## config.mk

```make
export PLATFORM = sky130hd
export DESIGN_NAME = sample_median_filter
export DESIGN_NICKNAME = d
export VERILOG_FILES = /design/src/hw/rtl/smf_pkg.sv /design/src/hw/rtl/sample_median_filter.sv
export SDC_FILE = /design/constraint.sdc
export NUM_CORES = 1
export LEC_CHECK = 0
export BUFFER_PORTS_ARGS = -buffer_cell sky130_fd_sc_hd__buf_2
export CAP_MARGIN = 15
export CORE_ASPECT_RATIO = 0.75
export CORE_MARGIN = 3
export CORE_UTILIZATION = 51
export DETAILED_ROUTE_END_ITERATION = 16
export PLACE_DENSITY_LB_ADDON = 0.05
export SLEW_MARGIN = 10
export SYNTH_ARGS = -nofsm -noshare
export SYNTH_HDL_FRONTEND = slang
export SYNTH_SLANG_ARGS = --single-unit
```

## constraint.sdc

```tcl
create_clock -name clock -period 2.7 [get_ports clock]
set_input_delay 0.405 -clock clock [delete_from_list [all_inputs] [get_ports clock]]
set_output_delay 0.405 -clock clock [all_outputs]
set_load 0.03 [all_outputs]
```

## src/hw/rtl/smf_pkg.sv

```systemverilog
// ----------------------------------------------------------------------------
// smf_pkg
// Shared types and constants of the burst median filter: request and
// response payloads, sequencer states and default sizing.
// ----------------------------------------------------------------------------
package smf_pkg;

   // default sizing of the sample store
   localparam int MAX_SAMPLES_DEF = 15;
   localparam int SAMPLE_BITS_DEF = 12;

   // fixed widths of the payload fields
   localparam int SAMPLE_W = 12;
   localparam int COUNT_W  = 4;

   typedef struct packed {
      logic [SAMPLE_W-1:0] sample;
      logic                last_sample;
   } smf_req_type;

   typedef struct packed {
      logic [SAMPLE_W-1:0] median;
      logic [COUNT_W-1:0]  used_count;
   } smf_rsp_type;

   // selection sequencer
   typedef enum logic [2:0] {
      S_IDLE,
      S_CAND,
      S_LATCH,
      S_SCAN,
      S_DECIDE
   } smf_state_type;

endpackage

```

## src/hw/rtl/sample_median_filter.sv

```systemverilog
// ----------------------------------------------------------------------------
// sample_median_filter
// Collects a burst of converter samples into a small sample memory and, when
// the flagged last sample arrives, selects the sorted element at index
// count/2 by ranking each stored candidate against all kept samples.
// ----------------------------------------------------------------------------
//
//   channel   ports                     handshake
//   --------  ------------------------  -----------------------------------
//   request   req_data                  taken when start && !busy
//   response  rsp_data                  valid for one cycle with rsp_valid
//
// A request without the last flag is taken while busy stays low.
// A flagged request closing a burst of n kept samples holds busy while up to
// n candidates are tried: each costs a read, a latch, n compare reads and
// a decision, all through the single read port of the sample memory.
// The response strobe rises in the cycle after the decision; it cannot stall.
// Reset clears the kept count and the sequencer; the memory is not cleared.
//
module sample_median_filter
   import smf_pkg::*;
#(
   parameter int MAX_SAMPLES = MAX_SAMPLES_DEF,
   parameter int SAMPLE_BITS = SAMPLE_BITS_DEF
) (
   input  logic        clock,
   input  logic        reset,
   input  logic        start,
   output logic        busy,
   input  smf_req_type req_data,
   output logic        rsp_valid,
   output smf_rsp_type rsp_data
);

   localparam int CNT_W  = $clog2(MAX_SAMPLES + 1);
   localparam int ADDR_W = (MAX_SAMPLES > 1) ? $clog2(MAX_SAMPLES) : 1;
   localparam int EXT_W  = SAMPLE_BITS + SAMPLE_W;
   localparam int CEXT_W = CNT_W + COUNT_W;
   localparam logic [CNT_W-1:0] MAX_CNT = CNT_W'(MAX_SAMPLES);

   // sample memory, one write and one registered read port
   logic [SAMPLE_BITS-1:0] mem [MAX_SAMPLES];
   logic [SAMPLE_BITS-1:0] rd_data_ff;
   logic [ADDR_W-1:0]      rd_addr;
   logic                   wr_en;
   logic [ADDR_W-1:0]      wr_addr;
   logic [SAMPLE_BITS-1:0] wr_data;

   smf_state_type state_ff, state_in;

   logic [CNT_W-1:0]       count_ff, count_in;
   logic [CNT_W-1:0]       i_ff, i_in;
   logic [CNT_W-1:0]       j_ff, j_in;
   logic [CNT_W-1:0]       rank_ff, rank_in;
   logic [SAMPLE_BITS-1:0] cand_ff, cand_in;
   logic                   rsp_valid_ff, rsp_valid_in;
   smf_rsp_type            rsp_ff, rsp_in;

   logic                   accept;
   logic                   room;
   logic                   less;
   logic [CNT_W-1:0]       cmp_idx;
   logic [CNT_W-1:0]       half;
   logic [EXT_W-1:0]       smp_ext;
   logic [EXT_W-1:0]       med_ext;
   logic [CEXT_W-1:0]      cnt_ext;

   assign accept  = start && (state_ff == S_IDLE);
   assign room    = count_ff < MAX_CNT;
   assign busy    = (state_ff != S_IDLE);
   assign half    = count_ff >> 1;
   assign cmp_idx = j_ff - CNT_W'(1);

   // keep the low sample bits of the request field
   assign smp_ext = {{SAMPLE_BITS{1'b0}}, req_data.sample};
   assign wr_data = smp_ext[SAMPLE_BITS-1:0];
   assign wr_en   = accept && room;
   assign wr_addr = count_ff[ADDR_W-1:0];

   // stable rank order: equal values ranked by their position
   assign less = (rd_data_ff < cand_ff) ||
                 ((rd_data_ff == cand_ff) && (cmp_idx < i_ff));

   assign med_ext = {{SAMPLE_W{1'b0}}, cand_ff};
   assign cnt_ext = {{COUNT_W{1'b0}}, count_ff};

   // memory write and registered read
   always_ff @(posedge clock) begin
      if (wr_en) begin
         mem[wr_addr] <= wr_data;
      end
      rd_data_ff <= mem[rd_addr];
   end

   // next state
   always_comb begin
      state_in = state_ff;
      unique case (state_ff)
         S_IDLE: begin
            if (accept && req_data.last_sample) begin
               state_in = S_CAND;
            end
         end
         S_CAND:  state_in = S_LATCH;
         S_LATCH: state_in = S_SCAN;
         S_SCAN: begin
            if (j_ff >= count_ff) begin
               state_in = S_DECIDE;
            end
         end
         S_DECIDE: begin
            if (rank_ff == half) begin
               state_in = S_IDLE;
            end else begin
               state_in = S_CAND;
            end
         end
         default: state_in = S_IDLE;
      endcase
   end

   // datapath control
   always_comb begin
      count_in     = count_ff;
      i_in         = i_ff;
      j_in         = j_ff;
      rank_in      = rank_ff;
      cand_in      = cand_ff;
      rd_addr      = '0;
      rsp_valid_in = 1'b0;
      rsp_in       = rsp_ff;
      unique case (state_ff)
         S_IDLE: begin
            if (wr_en) begin
               count_in = count_ff + CNT_W'(1);
            end
            i_in = '0;
         end
         S_CAND: begin
            rd_addr = i_ff[ADDR_W-1:0];
         end
         S_LATCH: begin
            cand_in = rd_data_ff;
            rd_addr = '0;
            j_in    = CNT_W'(1);
            rank_in = '0;
         end
         S_SCAN: begin
            if (less) begin
               rank_in = rank_ff + CNT_W'(1);
            end
            if (j_ff < count_ff) begin
               rd_addr = j_ff[ADDR_W-1:0];
               j_in    = j_ff + CNT_W'(1);
            end
         end
         S_DECIDE: begin
            if (rank_ff == half) begin
               rsp_valid_in      = 1'b1;
               rsp_in.median     = med_ext[SAMPLE_W-1:0];
               rsp_in.used_count = cnt_ext[COUNT_W-1:0];
               count_in          = '0;
            end else begin
               i_in = i_ff + CNT_W'(1);
            end
         end
         default: ;
      endcase
   end

   // control registers
   always_ff @(posedge clock) begin
      if (reset) begin
         state_ff     <= S_IDLE;
         count_ff     <= '0;
         rsp_valid_ff <= 1'b0;
      end else begin
         state_ff     <= state_in;
         count_ff     <= count_in;
         rsp_valid_ff <= rsp_valid_in;
      end
   end

   // payload and scan registers
   always_ff @(posedge clock) begin
      i_ff    <= i_in;
      j_ff    <= j_in;
      rank_ff <= rank_in;
      cand_ff <= cand_in;
      rsp_ff  <= rsp_in;
   end

   assign rsp_valid = rsp_valid_ff;
   assign rsp_data  = rsp_ff;

   // kept count never passes the store depth
   a_count_range: assert property (@(posedge clock) disable iff (reset)
      count_ff <= MAX_CNT)
      else $error("kept count beyond store depth");

   // a response follows a decision and leaves the count cleared
   a_rsp_source: assert property (@(posedge clock) disable iff (reset)
      rsp_valid_ff |-> ($past(state_ff) == S_DECIDE) && (count_ff == '0))
      else $error("response without a closing decision");

   // candidates stay inside the kept samples
   a_cand_range: assert property (@(posedge clock) disable iff (reset)
      (state_ff == S_CAND) |-> (i_ff < count_ff))
      else $error("candidate index beyond kept samples");

   // scan index stays inside the burst
   a_scan_range: assert property (@(posedge clock) disable iff (reset)
      (state_ff == S_SCAN) |-> (j_ff != '0) && (j_ff <= count_ff))
      else $error("scan index out of range");

endmodule
```

==> impl_metrics.yaml, run 1 <==
power:
  ir_worst_vdd_mv: 0.537
  power.total_mw: 11.3
  p_leak_nw: 4.27
  powerDensity_nw_per_um2: 943
global_route:
  grt_max_degree: 39
  use_met3_pct: 3.75
  antenna_found_initial: 0
  grt_pass1_vias: 6327
  grt_pass1_wl_um: 37500
  use_met2_pct: 34.8
  grt.total_usage_pct: 22.6
  top_usage_layer: "met2"
  met1_usage_pct: 34.0
  grt_overflow: 0
timing:
  finalHoldViolCount: 0
  fin_crit_sh_pct: 97.2
  fin_skew_ns: 0.0115
  fmax_ghz: 0.381
  worst_pin_slew_ns: 0.832
  slew_violations: 0
  finalSetupViolCount: 0
  fin_crit_ns: 2.63
  worst_slack_ns: 0.0747
  finalSetupTns_ns: 0
  maxSlewHeadroom_pct: 44.1
floorplanning:
  boundaryPins: 34
  die_w_um: 169
  std_cell_rows: 44
  coreArea_um2: 19500
  die_area_um2: 21800
  die_y_um: 129
  floorplan.initialDensity_pct: 52.4
yosys:
  synth_top_cell_by_area: "edfxtp_1"
  synth_cell_types: 58
  syn_area_per_cell_um2: 14.2
  syn-instance-count: 721
  synth_flop_cell: "edfxtp_1"
  synth_most_common_cell: "edfxtp_1"
  syn-cell-area_um2: 10200
  synth.top_cell.area_share_pct: 64.7
  ys_seq_elements: 240
  synth_commonest_cells: "edfxtp_1, nand2_1, nor2_1"
  syn-num-nets: 764
  synth_edf_count: 220
  ys_warn_count: 0
  seq_area_frac_synth_pct: 68.6
  synth-async-reset-ratio_pct: 0
  synth.area.top_cells: "edfxtp_1, dfxtp_1, ha_1, mux2_2, nand2_1"
placement:
  io_buffers: 33
  placed_cells: 1038
  pre_cts_ws_ns: -0.0273
  dp_hpwl_um: 17200
  gp_congestion: 0.900
  placed_area_um2: 11100
setup_path:
  max_stage_delay_ns: 0.43
  start_kind: "register"
  path_class: "reg2reg"
  critPathBufInv: 2
  end_kind: "register"
  worst_ep_required_time_ns: 3.11
  cp_cell_sequence: "ha_4 > nand2_1 > o21ba_2 > buf_6 > o21ai_2 > buf_4 > a221oi_1 > o311ai_0 > a221o_1"
  slowest_stage: "edfxtp_1"
  cp_top_family: "compound AO/OA/AOI/OAI gates"
  cp_max_fo: 15
  worstPathArrival_ns: 3.03
drt:
  firstDrtPassIters: 5
  wl_um: 24600
  drc: 0
  drtIter0Drc: 641
  num_vias: 6521
  wl_per_cell_um: 22.7
  postRouteAntennaNets: 0
  avgViaCountPerCell: 6.03
run:
  max-cap-violations: 0
run_status:
  status: "complete, no violations"
final_layout:
  area_growth_pct: 17.2
  design_area_um2: 12000
  fin_cells: 1082
  diodes: 0
  drive_gt1_share_pct: 22.4
  nNetsFinal: 854
clocking:
  ctsHoldBuffers: 0
  clkTransAtPathRegs_ns: 0.06
  clk_path_buf_depth: 3
  cts_tree: "done"
  cts_made_buffers: 24
  post_cts_buffers: 0
  insertion_delay_ns: 0.52
  cts_num_sinks: 240
  cts_root_buf: "clkbuf_16"
  cts_max_level: 1
hold_path:
  hold_path.class: "in2reg"
==> cell type report <==
type,instances,area [um2]
clock buffer,35,693
clock inverter,9,98.8
fill,1502,7510
inverter,26,97.6
multi-input combinational,416,2990
sequential,240,7010
tap,253,317
timing repair buffer,103,769
==> through the flow <==
step | hold WS, ns | util [%]
6_report | 0.105 | 61.4
5_1_grt | 0.105 | 61.4
4_1_cts | 0.0817 | 61.2
3_5_place_dp | 0.436 | 57.1
3_3_place_gp | 0.432 | 57.1
2_1_floorplan | 0.407 | -
==> report_power, final <==
| part | total, mW | leakage [nW] | internal, mW | switching, mW |
|---|---|---|---|---|
| sequential | 4.79 | 2.16 | 4.53 | 0.267 |
| combinational | 3.18 | 1.73 | 1.31 | 1.87 |
| clock | 3.32 | 0.385 | 1.97 | 1.34 |
==> cell families (layout without fill, tap and decap cells) <==
kind of cell	Yosys count	after routing	synth area share [%]
DFF	240	240	68.6
and+or+nand+nor	202	202	10.2
AOI/OAI and AO/OA	145	145	10.9
buffers and inverters	65	173	2.84
adders and majority gates	27	27	3.31
muxes	27	27	2.90
xor gates and xnor gates	15	15	1.29
==> flip-flops by register name (all words and copies together) (netlist names) <==
| register | cells |
|---|---|
| count_ff | 4 |
| rsp_valid | 1 |
| rsp_data | 16 |
| i_ff | 4 |
| rd_data_ff | 12 |
| j_ff | 4 |
| cand_ff | 12 |
| rank_ff | 4 |
| mem | 180 |
| state_ff | 3 |
==> routing by layer <==
metal  vias up  wire length (um)
met5         -                 0
met4         0               505
met3        35              1530
met2       243             10900
met1      3272             11600
li1       2971                 -
==> repair_timing <==
action	4_1_cts	5_1_grt
pin swaps	0	0
endpoints found under the setup margin	1	10
resized for setup	1	11
==> worst paths after layout <==
check / startpoint / end / slack [ns] / cells past startpoint
worst max register to register: j_ff[3] / rd_data_ff[0] / 0.07 / 9
worst max-delay path: j_ff[3] / rd_data_ff[0] / 0.07 / 9
worst min-delay path: reset / state_ff[1] / 0.10 / 2
worst min register to register: rd_data_ff[5] / cand_ff[5] / 0.44 / 0
==> cell usage in the layout, fill, tap and decap left out, drive strengths merged, types with 8 or more instances in the layout <==
cell    netlist  layout
buf          17     103
a221o        12      12
nor2         39      39
a221oi       19      19
nor2b        19      19
nor3         36      36
xnor2         8       8
and2          8       8
a21oi        29      29
o21ai        16      16
a31oi         8       8
a22oi        12      12
edfxtp      220     220
dfxtp        20      20
ha           27      27
o211ai       10      10
mux2         21      21
nand2        51      51
or3          15      15
nand4b       10      10
inv          26      26
clkbuf       22      35
No activity file was read; power rests on OpenSTA's default activity.
==> run 2, diff against run 1 <==
Settings changed: BUFFER_PORTS_ARGS -buffer_cell sky130_fd_sc_hd__buf_2 to default, CORE_ASPECT_RATIO 0.75 to 0.5, DONT_BUFFER_PORTS from default to 1.
==> run 2 against run 1 <==
Worst setup slack worse by 0.011 ns. Routed wire length about the same. Die area up 0.39%. Register-to-register slack is essentially flat. Sequential cell count unchanged. Sequential share of layout area about the same. Utilization increased by 1.5 points. Hold slack gained 0.014 ns. Cell area barely moved. Global-route usage grew 0.51 points. Fmax fell by 0.41%.
==> impl_metrics.yaml, run 2 (synthesized netlist as in run 1, its figures left out) <==
floorplanning:
  die_y_um: 106
  coreArea_um2: 19000
  boundaryPins: 34
  floorplan.initialDensity_pct: 53.8
  std_cell_rows: 35
  die_area_um2: 21900
  die_w_um: 206
setup_path:
  reg2reg_from: "j_ff[1]"
  worstPathArrival_ns: 3.01
  start_kind: "register"
  r2r_setup_slack_ns: 0.06
  worst_ep_required_time_ns: 3.08
  cp_max_fo: 5
  reg2reg_to: "rd_data_ff[4]"
  reg2regPathDepth: 8
  path_class: "reg2reg"
  end_kind: "register"
final_layout:
  layout_commonest_cell: "edfxtp_1"
  nFillCells: 1391
  area_growth_pct: 17.1
  diodes: 0
  mostFrequentLayoutCells: "edfxtp_1, buf_4, nand2_1, nor2_1, nor3_1"
  fin_cells: 1074
  largest_reg_flops: 180
  design_area_um2: 12000
  nNetsFinal: 842
  drive_gt1_share_pct: 20.1
  top_register: "mem"
timing:
  fmax_ghz: 0.379
  worst_pin_slew_ns: 0.747
  rsz0062_at_grt: "yes"
  maxSlewHeadroom_pct: 49.8
  fin_skew_ns: 0.0114
  fin_crit_ns: 2.64
  finalSetupTns_ns: 0
  slew_violations: 0
  fin_crit_sh_pct: 97.6
  timing.hold.ws_ns: 0.118
  finalSetupViolCount: 0
  finalHoldViolCount: 0
power:
  p_leak_nw: 4.20
  powerDensity_nw_per_um2: 937
  ir_worst_vdd_mv: 0.541
  power.total_mw: 11.2
drt:
  drc: 0
  wl_per_cell_um: 22.9
  num_vias: 6460
  wl_um: 24600
  drtIter0Drc: 718
  avgViaCountPerCell: 6.01
  postRouteAntennaNets: 0
  firstDrtPassIters: 5
global_route:
  grt_pass1_vias: 6320
  grt_pass1_wl_um: 38100
  antenna_found_initial: 0
  grt_max_degree: 35
  grt_overflow: 0
  grt.total_usage_pct: 23.1
clocking:
  cts_max_level: 1
  cts_made_buffers: 22
  cts_tree: "done"
  clkTransAtPathRegs_ns: 0.07
  cts_num_sinks: 240
  clk_path_buf_depth: 3
  insertion_delay_ns: 0.53
  cts_root_buf: "clkbuf_16"
run:
  max-cap-violations: 0
hold_path:
  min_from: "start"
  hold_path.class: "in2reg"
  whs_path_depth: 2
  min_to: "state_ff[0]"
run_status:
  status: "complete, no violations"
placement:
  io_buffers: 0
  gp_congestion: 0.902
  placed_area_um2: 11000
  placed_cells: 1021
  dp_hpwl_um: 16600
[run 2: critical path, cell delays in order, from the launching register on]
cell,delay [ns]
edfxtp_1,0.39
ha_1,0.30
nor2b_2,0.18
o21ba_2,0.21
o22ai_2,0.32
buf_4,0.21
mux2_2,0.34
a221oi_1,0.37
a211oi_1,0.17
[run 2: worst max path at each step]
stage / to / from / cells past startpoint / slack [ns]
after floorplan: mem[1][0] / state_ff[1] / 7 / -0.12
after global placement: rd_data_ff[0] / j_ff[3] / 10 / -0.04
after detailed placement: rd_data_ff[0] / j_ff[3] / 10 / -0.08
after CTS: rd_data_ff[4] / j_ff[3] / 8 / 0.01
after global routing: rd_data_ff[1] / j_ff[3] / 10 / -0.04
final: rd_data_ff[4] / j_ff[1] / 8 / 0.06
[run 2: where the power goes]
part / internal (mW) / total (mW) / switching (mW)
Clock: 1.75 / 3.09 / 1.34
Sequential: 4.53 / 4.78 / 0.258
Combinational: 1.39 / 3.34 / 1.95
[run 2: layout make-up]
cell class / count / area [um2] / share of cell area [%]
inverter: 26 / 97.6 / 0.815
clock inverter: 6 / 92.6 / 0.773
clock buffer: 34 / 606 / 5.06
timing repair buffer: 93 / 793 / 6.63
sequential: 240 / 7010 / 58.5
tap: 259 / 324 / 2.71
multi-input combinational: 416 / 3050 / 25.5
[run 2: stage by stage]
stage	util (%)	setup WS (ns)
after floorplan	-	-0.122
after global placement	58.1	-0.0422
after detailed placement	58.1	-0.0775
after CTS	62.5	0.0107
after global routing	63.0	-0.0396
final	63.0	0.0639
[run 2: what timing repair did]
action / 4_1_cts / 5_1_grt
hold buffers: 13 / 0
endpoints found under the setup margin: 4 / 12
gates resized for setup: 6 / 16
pin swaps: 0 / 1
endpoints found under the hold margin: 184 / 0
buffers inserted: 0 / 0
[run 2: routing by layer]
metal / routed length (um) / global-route usage, %
met1: 11800 / 35.9
met5: 0 / 0
met4: 379 / 4.26
met2: 10300 / 32.9
met3: 2090 / 6.30
